**config.mk**
```make
export PLATFORM = sky130hd
export DESIGN_NAME = header_framed_packet_receiver_unit
export DESIGN_NICKNAME = d
export VERILOG_FILES = /design/src/rtl/hfpr_pkg.sv /design/src/rtl/hfpr_parser.sv /design/src/rtl/hfpr_skid.sv /design/src/rtl/header_framed_packet_receiver_unit.sv
export SDC_FILE = /design/constraint.sdc
export NUM_CORES = 1
export LEC_CHECK = 0
export BUFFER_PORTS_ARGS = -buffer_cell sky130_fd_sc_hd__buf_2
export CORE_MARGIN = 4
export CORE_UTILIZATION = 60
export CTS_BUF_LIST = sky130_fd_sc_hd__clkbuf_8
export DETAILED_ROUTE_END_ITERATION = 7
export PLACE_DENSITY = 0.87
export SYNTH_ARGS = -nofsm -noshare
export SYNTH_HDL_FRONTEND = slang
export SYNTH_HIERARCHICAL = 1
export SYNTH_SLANG_ARGS = --single-unit
```
**constraint.sdc**
```tcl
create_clock -name aclk -period 9.9 [get_ports aclk]
set_input_delay 1.98 -clock aclk [delete_from_list [all_inputs] [get_ports aclk]]
set_output_delay 1.98 -clock aclk [all_outputs]
set_load 0.005 [all_outputs]
```
**src/rtl/hfpr_pkg.sv**
```systemverilog
package hfpr_pkg;

    localparam logic OP_BYTE = 1'b0;
    localparam logic OP_TICK = 1'b1;

    localparam logic [7:0] CH_U     = 8'h55;
    localparam logic [7:0] CH_N     = 8'h4E;
    localparam logic [7:0] CH_E     = 8'h45;
    localparam logic [7:0] CH_R     = 8'h52;
    localparam logic [7:0] CH_COLON = 8'h3A;

    localparam logic [7:0] HDR_SEED = CH_U ^ CH_N ^ CH_E ^ CH_R ^ CH_COLON;

    localparam logic [7:0] IDLE_RELOAD_RST = 8'd5;

    typedef enum logic [1:0] {
        KIND_DATA  = 2'd0,
        KIND_GOOD  = 2'd1,
        KIND_BAD   = 2'd2,
        KIND_ABORT = 2'd3
    } kind_t;

    typedef struct packed {
        kind_t      kind;
        logic [7:0] payload_byte;
    } result_t;

endpackage

```
**src/rtl/hfpr_parser.sv**
```systemverilog
module hfpr_parser
    import hfpr_pkg::*;
(
    input  logic       aclk,
    input  logic       aresetn,
    input  logic       item_valid,
    input  logic       opcode,
    input  logic [7:0] rx_byte,
    input  logic [7:0] timeout_reload,
    output logic       result_valid,
    output result_t    result
);

    typedef enum logic [2:0] {
        PH_HUNT  = 3'd0,
        PH_GOT_U = 3'd1,
        PH_GOT_N = 3'd2,
        PH_GOT_E = 3'd3,
        PH_LEN   = 3'd4,
        PH_TOKEN = 3'd5,
        PH_DATA  = 3'd6
    } phase_t;

    phase_t     phase_reg, phase_next;
    logic [7:0] remaining_reg, remaining_next;
    logic [7:0] checksum_reg, checksum_next;
    logic [7:0] countdown_reg, countdown_next;
    logic [7:0] remaining_dec;
    logic       hunt_u;

    assign hunt_u        = (rx_byte == CH_U);
    assign remaining_dec = remaining_reg - 8'd1;

    always_comb begin
        phase_next     = phase_reg;
        remaining_next = remaining_reg;
        checksum_next  = checksum_reg;
        countdown_next = countdown_reg;
        result_valid   = 1'b0;
        result         = '{kind: KIND_DATA, payload_byte: 8'h00};

        if (item_valid) begin
            if (opcode == OP_TICK) begin
                if (countdown_reg != 8'd0) begin
                    countdown_next = countdown_reg - 8'd1;
                end else begin
                    if (phase_reg == PH_DATA) begin
                        result_valid = 1'b1;
                        result       = '{kind: KIND_ABORT, payload_byte: 8'h00};
                    end
                    phase_next = PH_HUNT;
                end
            end else begin
                countdown_next = timeout_reload;
                case (phase_reg)
                    PH_GOT_U: begin
                        if (rx_byte == CH_N) begin
                            phase_next = PH_GOT_N;
                        end else begin
                            phase_next = hunt_u ? PH_GOT_U : PH_HUNT;
                            if (hunt_u) checksum_next = 8'h00;
                        end
                    end
                    PH_GOT_N: begin
                        if (rx_byte == CH_E) begin
                            phase_next = PH_GOT_E;
                        end else begin
                            phase_next = hunt_u ? PH_GOT_U : PH_HUNT;
                            if (hunt_u) checksum_next = 8'h00;
                        end
                    end
                    PH_GOT_E: begin
                        if (rx_byte == CH_R) begin
                            phase_next = PH_LEN;
                        end else begin
                            phase_next = hunt_u ? PH_GOT_U : PH_HUNT;
                            if (hunt_u) checksum_next = 8'h00;
                        end
                    end
                    PH_LEN: begin
                        remaining_next = rx_byte;
                        phase_next     = PH_TOKEN;
                    end
                    PH_TOKEN: begin
                        if (rx_byte == CH_COLON) begin
                            phase_next    = PH_DATA;
                            checksum_next = HDR_SEED ^ remaining_reg;
                        end else begin
                            phase_next = hunt_u ? PH_GOT_U : PH_HUNT;
                            if (hunt_u) checksum_next = 8'h00;
                        end
                    end
                    PH_DATA: begin
                        if (remaining_reg > 8'd1) begin
                            checksum_next = checksum_reg ^ rx_byte;
                            result_valid  = 1'b1;
                            result        = '{kind: KIND_DATA, payload_byte: rx_byte};
                        end
                        remaining_next = remaining_dec;
                        if (remaining_dec == 8'd0) begin
                            phase_next   = PH_HUNT;
                            result_valid = 1'b1;
                            result.kind  = (checksum_reg == rx_byte) ? KIND_GOOD : KIND_BAD;
                            result.payload_byte = 8'h00;
                        end
                    end
                    default: begin
                        phase_next = hunt_u ? PH_GOT_U : PH_HUNT;
                        if (hunt_u) checksum_next = 8'h00;
                    end
                endcase
            end
        end
    end

    always_ff @(posedge aclk) begin
        if (!aresetn) begin
            phase_reg     <= PH_HUNT;
            remaining_reg <= 8'd0;
            checksum_reg  <= 8'd0;
            countdown_reg <= 8'd0;
        end else begin
            phase_reg     <= phase_next;
            remaining_reg <= remaining_next;
            checksum_reg  <= checksum_next;
            countdown_reg <= countdown_next;
        end
    end

    a_result_in_payload: assert property (@(posedge aclk) disable iff (!aresetn)
        result_valid |-> (phase_reg == PH_DATA))
        else $error("result outside payload phase");

    a_end_back_to_hunt: assert property (@(posedge aclk) disable iff (!aresetn)
        (result_valid && (result.kind != KIND_DATA)) |=> (phase_reg == PH_HUNT))
        else $error("frame end did not return to hunting");

    a_byte_reloads_timer: assert property (@(posedge aclk) disable iff (!aresetn)
        (item_valid && (opcode == OP_BYTE)) |=> (countdown_reg == $past(timeout_reload)))
        else $error("idle timer not reloaded by byte");

endmodule

```
**src/rtl/hfpr_skid.sv**
```systemverilog
module hfpr_skid
    import hfpr_pkg::*;
(
    input  logic    aclk,
    input  logic    aresetn,
    input  logic    in_valid,
    output logic    in_ready,
    input  result_t in_data,
    output logic    m_valid,
    input  logic    m_ready,
    output result_t m_data
);

    logic    out_valid_reg;
    logic    skid_valid_reg;
    result_t out_data_reg;
    result_t skid_data_reg;
    logic    out_free;
    logic    in_fire;

    assign in_ready = !skid_valid_reg;
    assign in_fire  = in_valid && in_ready;
    assign out_free = !out_valid_reg || m_ready;

    always_ff @(posedge aclk) begin
        if (!aresetn) begin
            out_valid_reg  <= 1'b0;
            skid_valid_reg <= 1'b0;
        end else begin
            if (out_free) begin
                if (skid_valid_reg) begin
                    out_valid_reg  <= 1'b1;
                    skid_valid_reg <= 1'b0;
                end else begin
                    out_valid_reg <= in_fire;
                end
            end else if (in_fire) begin
                skid_valid_reg <= 1'b1;
            end
        end
    end

    always_ff @(posedge aclk) begin
        if (out_free) begin
            out_data_reg <= skid_valid_reg ? skid_data_reg : in_data;
        end else if (in_fire) begin
            skid_data_reg <= in_data;
        end
    end

    assign m_valid = out_valid_reg;
    assign m_data  = out_data_reg;

    a_skid_behind_out: assert property (@(posedge aclk) disable iff (!aresetn)
        skid_valid_reg |-> out_valid_reg)
        else $error("skid entry held with empty output");

    a_skid_only_on_stall: assert property (@(posedge aclk) disable iff (!aresetn)
        $rose(skid_valid_reg) |-> $past(out_valid_reg && !m_ready))
        else $error("skid filled without output stall");

    a_skid_drains: assert property (@(posedge aclk) disable iff (!aresetn)
        (skid_valid_reg && m_ready) |=> (out_valid_reg && !skid_valid_reg))
        else $error("skid entry not moved to output");

endmodule

```
**src/rtl/header_framed_packet_receiver_unit.sv**
```systemverilog
// a result is registered in the output buffer before it appears on m_tvalid
// throughput: one input beat per cycle while s_tready is high, set by the parser update
// a two-entry output buffer keeps s_tready registered; it drops only after two
// results wait on a stalled m_tready
// reset: parser hunting for start, counters and checksum zero, idle reload 5
module header_framed_packet_receiver_unit
    import hfpr_pkg::*;
(
    input  logic       aclk,
    input  logic       aresetn,
    input  logic       cfg_wr_en,
    input  logic [7:0] cfg_wr_data,  // idle_timeout_reload
    input  logic       s_tvalid,
    output logic       s_tready,
    input  logic [7:0] s_tdata,      // rx_byte
    input  logic       s_tuser,      // opcode
    output logic       m_tvalid,
    input  logic       m_tready,
    output logic [7:0] m_tdata,      // payload_byte
    output logic [1:0] m_tuser       // kind
);

    logic [7:0] timeout_reload_reg;
    logic       item_valid;
    logic       result_valid;
    result_t    result;
    result_t    m_result;

    always_ff @(posedge aclk) begin
        if (!aresetn) begin
            timeout_reload_reg <= IDLE_RELOAD_RST;
        end else if (cfg_wr_en) begin
            timeout_reload_reg <= cfg_wr_data;
        end
    end

    assign item_valid = s_tvalid && s_tready;

    hfpr_parser u_parser (
        .aclk           (aclk),
        .aresetn        (aresetn),
        .item_valid     (item_valid),
        .opcode         (s_tuser),
        .rx_byte        (s_tdata),
        .timeout_reload (timeout_reload_reg),
        .result_valid   (result_valid),
        .result         (result)
    );

    hfpr_skid u_skid (
        .aclk     (aclk),
        .aresetn  (aresetn),
        .in_valid (result_valid),
        .in_ready (s_tready),
        .in_data  (result),
        .m_valid  (m_tvalid),
        .m_ready  (m_tready),
        .m_data   (m_result)
    );

    assign m_tdata = m_result.payload_byte;
    assign m_tuser = m_result.kind;

endmodule
```
==> results of run 1 <==
[area by class of cell]
| class | instances | area (um2) | area share (%) |
|---|---|---|---|
| flip-flops and latches | 57 | 1341 | 38.69 |
| repair buffers | 33 | 165.2 | 4.764 |
| well taps | 67 | 83.83 | 2.418 |
| clock buffers | 11 | 151.4 | 4.367 |
| clock inverters | 5 | 53.80 | 1.552 |
| inverters | 14 | 52.55 | 1.516 |
| multi-input cells | 237 | 1619 | 46.70 |
[final timing paths]
kind                                               start                                     end  slack (ns)  depth (start not counted)
setup reg to reg  u_parser/remaining_reg[1]$_SDFFE_PN0P_       u_skid/skid_data_reg[3]$_DFFE_PP_        6.44                          8
hold reg to reg   u_parser/countdown_reg[7]$_SDFFE_PN0P_  u_parser/countdown_reg[7]$_SDFFE_PN0P_        0.48                          2
setup / recovery                                s_tvalid       u_skid/skid_data_reg[3]$_DFFE_PP_        6.18                          5
hold / removal    u_parser/countdown_reg[7]$_SDFFE_PN0P_  u_parser/countdown_reg[7]$_SDFFE_PN0P_        0.48                          2
[cells in the mapped netlist (3+ instances only)]
| cell type | instances | area [um2] |
|---|---|---|
| nand2b_1 | 4 | 25.02 |
| xor2_1 | 9 | 78.83 |
| or3_1 | 6 | 37.54 |
| a21oi_1 | 22 | 110.1 |
| o32a_1 | 5 | 50.05 |
| and2_1 | 9 | 56.30 |
| ha_1 | 4 | 50.05 |
| nor4_1 | 6 | 37.54 |
| mux2_2 | 10 | 112.6 |
| inv_1 | 14 | 52.55 |
| dfxtp_1 | 37 | 740.7 |
| nand2_1 | 19 | 71.32 |
| nor3b_1 | 6 | 45.04 |
| a211oi_1 | 3 | 22.52 |
| edfxtp_1 | 20 | 600.6 |
| o211ai_1 | 10 | 75.07 |
| nor2_1 | 27 | 101.4 |
| nor2b_1 | 10 | 62.56 |
| nand3_1 | 4 | 20.02 |
| o21ai_0 | 20 | 100.1 |
| a31oi_1 | 3 | 18.77 |
| mux2i_1 | 9 | 90.09 |
| and4_1 | 3 | 26.28 |
| clkbuf_1 | 14 | 52.55 |
| nor3_1 | 6 | 30.03 |
[power by group through the flow]
stage / clock network (mW) / logic (mW) / registers [mW]
floorplan: 0 / 0.0352 / 0.254
global placement: 0 / 0.0461 / 0.255
detailed placement: 0 / 0.0478 / 0.256
CTS: 0.225 / 0.0484 / 0.251
global route: 0.239 / 0.0547 / 0.251
finish: 0.221 / 0.0497 / 0.251
[cells in the final DEF, fill, tap and decap left out, types with 3 or more instances in the layout]
cell type,count
a31oi_1,3
nand2_1,19
xor2_1,9
nand2b_1,4
o211ai_1,10
and4_1,3
buf_2,33
nand3_1,4
nor2_1,27
and2_1,9
clkinv_2,3
or3_1,6
mux2_2,10
a211oi_1,3
o32a_1,5
a21oi_1,22
ha_1,4
nor3_1,6
o21ai_0,20
edfxtp_1,20
dfxtp_1,37
clkbuf_8,11
nor4_1,6
nor3b_1,5
inv_1,14
nor2b_1,10
mux2i_1,9
[critical path, stage by stage]
cell and delay [ns]:
buf_2 0.07, and2_1 0.32, nand2_1 0.23, a211oi_1 0.35, nor3b_2 0.74
[logic make-up (layout without fill, tap and decap cells)]
kind of cell | Yosys count | after routing | synth area share (%)
buf+inv | 31 | 63 | 4.295
mux | 19 | 19 | 6.564
compound gates | 85 | 85 | 18.52
flops | 57 | 57 | 43.44
fa+ha+maj | 4 | 4 | 1.621
xor+xnor | 11 | 11 | 3.120
simple gates | 118 | 118 | 22.45
[metal layers]
metal / vias up / GRT usage, %
met5: - / 0
met4: 0 / 11.49
met3: 29 / 6.998
met2: 150 / 38.73
met1: 1272 / 30.28
li1: 1261 / -
==> impl_metrics.csv, run 1 <==
group,metric,value,unit
power,internal_power,0.3945,mW
synth,synth-edff-count,20,
power,p_seq_share,48.1,%
synth,syn_area,3088,um2
cts,cts.sinks,57,
floorplan,fp.dieW,79.74,um
global_routing,grt_pass1_vias,2541,
timing,hold_slack,0.4754,ns
power,swShare,24.42,%
cts,clkTransAtPathRegs,0.06,ns
worst_setup_path,crit_path_start_kind,"input pin",
synth,syn_nets,351,
synth,yosys_warnings,6,
detailed_routing,vias,2712,
power,p_per_area,150.6,nW/um2
power,comb_power_share,9.5,%
floorplan,core,4848,um2
timing,fmax,268.5,MHz
detailed_routing,routed-wl-met3,618,um
detailed_routing,antenna_left,0,
floorplan,io_pins,34,
placed_design,port_buffers,33,
timing,hold_viol_final,0,
floorplan,die_height,79.74,um
synth,yosysSeqAreaShare,43.44,%
cts,cts-root-buf,"clkbuf_8",
worst_setup_path,crit_fanout,10,
detailed_routing,route.met2.wl,3.448,mm
synth,avgSynthCellArea,9.501,um2
detailed_routing,firstDrtPassIters,5,
min_path,worstHoldPathType,"reg2reg",
synth,yosysUniqueCellTypes,60,
placed_design,gp_congestion,0.8778,
cts,clk_latency,0.34,ns
global_routing,grt_usage,24.31,%
detailed_routing,post-route-drc-count,0,
timing,worst_slack,6.176,ns
placed_design,placed_area,3257,um2
synth,synth_seq_cells,57,
cts,cts_setup_buffers,0,
timing,rsz0062_at_grt,"no",
cts,clk_path_buf_depth,2,
placed_design,post-place-ws,5.392,ns
cells_and_area,final_area,3467,um2
floorplan,die_area,6358,um2
detailed_routing,drt_iter0_markers,310,
power,power.leakage,1.338,nW
detailed_routing,wl,7.342,mm
power,clock_power_share,42.4,%
global_routing,grt_max_degree,32,
cts,cts_max_level,3,
detailed_routing,routed.top_layer,"met4",
cts,cts_buffers,9,
synth,synthFlopType,"dfxtp_1",
power,peakVddDrop,0.1083,mV
flow_run,max_cap_violations,0,
cts,cts-resized-gates,0,
cells_and_area,fillers,364,
cells_and_area,diodes,0,
global_routing,grt_pass1_wl,11.89,mm
detailed_routing,wl_per_cell,17.32,um
cts,tritoncts,"built",
worst_setup_path,arrival,3.70,ns
cts,cts_hold_buf,0,
cells_and_area,final_cells,424,
placed_design,hpwl,4.982,mm
power,switching_power,0.1274,mW
detailed_routing,viasPerCell,6.396,
detailed_routing,m1WireLength,3.025,mm
timing,fin_setup_tns,0,ns
floorplan,initial_core_util,63.69,%
timing,post-route-period-util,37.62,%
cells_and_area,nNetsFinal,378,
synth,synthCells,325,
worst_setup_path,cp.required,9.87,ns
floorplan,placementRows,25,
timing,setup_viol,0,
cells_and_area,syn_to_final_growth,12.28,%
cells_and_area,fin_util,71.51,%
power,total_power,0.5220,mW
timing,slew_viol_final,0,
global_routing,grt-ovfl-total,0,
worst_setup_path,critical_path_class,"in2reg",
timing,worstMarginPinSlew,1.025,ns
synth,async_flop_share,0,%
timing,layout_min_cycle_time,3.724,ns
global_routing,antenna_found_initial,0,
placed_design,dpl.cell_count,408,
timing,finClkSkew,0.007683,ns
status,status,"finished, final reports clean",
timing,relSlewSlack,31.46,%
worst_setup_path,endpoint_kind,"flip-flop",
cells_and_area,final_layout_size_suffix_gt1_share,20.45,%
Power figures use the tool's default switching activity.
==> inputs of run 2 (changes only) <==
Settings changed: ABC_AREA set to 1.
Clock period 9.9 ns to 3.64 ns, I/O delays scaled along.
==> run 2 against run 1 <==
Compared with the run above:
- critical path depth rose by 7
- non-clock buffer count stayed put
- first-iteration DRC count shrank 3.5%
- register-to-register slack got worse by 5.5 ns
- die area grew 6.9%
- power grew to 3.0 times the previous value
==> impl_metrics.csv, run 2 <==
group,metric,value,unit
cts,tritoncts,"built",
flow_run,max_cap_violations,0,
placed_design,post-place-ws,0.7625,ns
min_path,worstHoldPathType,"reg2reg",
timing,rsz0062_at_grt,"no",
placed_design,dpl.cell_count,543,
cells_and_area,syn_to_final_growth,10.68,%
power,peakVddDrop,0.3180,mV
timing,worstMarginPinSlew,0.7526,ns
status,status,"finished, final reports clean",
timing,post-route-period-util,75.46,%
power,clock_power_share,37.9,%
timing,hold_viol_final,0,
worst_setup_path,critical_path_class,"reg2reg",
timing,fmax,364.0,MHz
floorplan,die_height,82.45,um
timing,setup_viol,0,
timing,slew_viol_final,0,
power,internal_power,1.109,mW
cells_and_area,nNetsFinal,510,
global_routing,grt_max_degree,24,
synth,synth_top_area_share,22.27,%
detailed_routing,drt_iter0_markers,299,
timing,hold_slack,0.4706,ns
cells_and_area,final_cells,559,
timing,finClkSkew,0.006293,ns
synth,yosysMostFrequentCell,"nand2_1",
worst_setup_path,arrival,2.71,ns
power,total_power,1.545,mW
power,p_per_area,419.8,nW/um2
worst_setup_path,cp.required,3.60,ns
floorplan,placementRows,26,
power,p_seq_share,45.8,%
placed_design,port_buffers,33,
cts,cts-resized-gates,0,
worst_setup_path,crit_path_end,"u_skid/skid_data_reg[7]$_DFFE_PP_",
timing,relSlewSlack,49.64,%
floorplan,fp.dieW,82.45,um
global_routing,grt-ovfl-total,0,
floorplan,die_area,6798,um2
cells_and_area,final_area,3681,um2
synth,yosysSeqAreaShare,40.33,%
power,swShare,28.23,%
cts,clkTransAtPathRegs,0.06,ns
power,power.leakage,1.653,nW
detailed_routing,viasPerCell,5.574,
detailed_routing,antenna_left,0,
cells_and_area,final_cell_mix,"132 x nand2_1, 46 x nor2_1, 42 x inv_1",
timing,worst_slack,0.8931,ns
cts,cts_max_level,3,
detailed_routing,post-route-drc-count,0,
synth,yosys_warnings,6,
cells_and_area,diodes,0,
synth,async_flop_share,0,%
cells_and_area,fin_util,70.28,%
cts,clk_path_buf_depth,2,
timing,layout_min_cycle_time,2.747,ns
synth,synth-edff-count,20,
worst_setup_path,r2r_start,"u_parser/remaining_reg[0]$_SDFFE_PN0P_",
synth,syn_nets,479,
worst_setup_path,crit_fanout,10,
cts,cts_hold_buf,0,
worst_setup_path,r2r-end,"u_skid/skid_data_reg[7]$_DFFE_PP_",
cts,cts-root-buf,"clkbuf_8",
placed_design,placed_area,3483,um2
worst_setup_path,endpoint_kind,"flip-flop",
global_routing,grt_pass1_vias,2813,
detailed_routing,firstDrtPassIters,5,
synth,yosysUniqueCellTypes,40,
cts,clk_latency,0.33,ns
floorplan,core,5238,um2
cts,cts_buffers,9,
timing,fin_setup_tns,0,ns
synth,syn_area,3326,um2
cells_and_area,final_layout_size_suffix_gt1_share,17.18,%
synth,yosys-top-cells-count,"132 x nand2_1, 46 x nor2_1, 40 x inv_1, 37 x dfxtp_1, 32 x nand3_1",
synth,synthCells,453,
placed_design,gp_congestion,0.8852,
synth,synthFlopType,"dfxtp_1",
placed_design,hpwl,5.474,mm
worst_setup_path,startpoint,"u_parser/remaining_reg[0]$_SDFFE_PN0P_",
synth,yosysTopAreaCell,"dfxtp_1",
worst_setup_path,crit_path_start_kind,"flip-flop",
floorplan,io_pins,34,
power,switching_power,0.4363,mW
worst_setup_path,r2r_slack,0.89,ns
worst_setup_path,r2r.worst_path.cells,12,
cts,cts.sinks,57,
cells_and_area,mostFrequentLayoutCell,"nand2_1",
detailed_routing,wl,7.605,mm
global_routing,grt_pass1_wl,12.63,mm
global_routing,antenna_found_initial,0,
synth,avgSynthCellArea,7.341,um2
power,comb_power_share,16.3,%
synth,synthTopCellsByArea,"dfxtp_1 22%, edfxtp_1 18%, nand2_1 15%, nor2_1 5.2%, nand3_1 4.8%",
detailed_routing,wl_per_cell,13.60,um
synth,synth_seq_cells,57,
floorplan,initial_core_util,63.50,%
global_routing,grt_usage,24.37,%
cts,cts_setup_buffers,0,
detailed_routing,vias,3116,
[run 2: cell types whose count changed after synthesis, moves of 7 or more]
cell,delta
mux2i_1,-9
mux2_2,-10
and2_1,-9
inv_2,+7
nand2_1,+113
nor2b_1,-10
nand3_1,+28
o211ai_1,-8
clkbuf_1,-10
inv_1,+26
nor2_1,+19
[run 2: cell families after synthesis]
logic type / count (synthesis) / share of synthesized area (%)
flops: 57 / 40.33
fa+ha+maj: 4 / 1.505
buf+inv: 60 / 8.164
simple gates: 249 / 34.99
compound gates: 74 / 12.64
xor+xnor: 9 / 2.370
[run 2: how the worst min path moves through the flow]
stage,startpoint,to,slack (ns),depth (start not counted)
after floorplan,timeout_reload_reg[0]$_SDFFE_PN1P_,timeout_reload_reg[0]$_SDFFE_PN1P_,0.43,2
after global placement,timeout_reload_reg[2]$_SDFFE_PN1P_,timeout_reload_reg[2]$_SDFFE_PN1P_,0.45,2
after detailed placement,timeout_reload_reg[2]$_SDFFE_PN1P_,timeout_reload_reg[2]$_SDFFE_PN1P_,0.45,2
after CTS,timeout_reload_reg[2]$_SDFFE_PN1P_,timeout_reload_reg[2]$_SDFFE_PN1P_,0.47,2
after global routing,u_parser/checksum_reg[3]$_SDFFE_PN0P_,u_parser/checksum_reg[3]$_SDFFE_PN0P_,0.49,2
final,timeout_reload_reg[2]$_SDFFE_PN1P_,timeout_reload_reg[2]$_SDFFE_PN1P_,0.47,2
[run 2: final cells by class]
class	count	area (um2)
Multi-Input combinational cell	336	1713
Fill cell	433	1556
Sequential cell	57	1341
Inverter	47	176.4
Timing Repair Buffer	33	165.2
Clock buffer	11	151.4
Tap cell	70	87.58
Clock inverter	5	46.29
[run 2: critical path, cell delays in order (launching register included)]
cell and delay, ns:
dfxtp_1 0.33, inv_1 0.19, ha_1 0.26, inv_1 0.06
nand2_1 0.06, nand2_1 0.07, nor2_1 0.11, nand3_1 0.10
nor2_2 0.16, nand2_4 0.09, a31oi_1 0.28, nand2_1 0.09
nor2_1 0.58
[run 2: layer usage]
metal  up-vias  GRT usage, %  part of all wire [%]
li1       1551             -                     -
met1      1412         32.42                    44
met2       135         38.78                    46
met3        18         4.013                   8.2
met4         0         10.96                   2.0
met5         -             0                     0
[run 2: power by group through the flow]
stage          combinational, mW  clock, mW  sequential (mW)
3_3_place_gp               0.236          0            0.718
3_5_place_dp               0.245          0            0.719
5_1_grt                    0.281      0.622            0.710
6_report                   0.252      0.586            0.707
2_1_floorplan              0.195          0            0.710
4_1_cts                    0.248      0.595            0.706
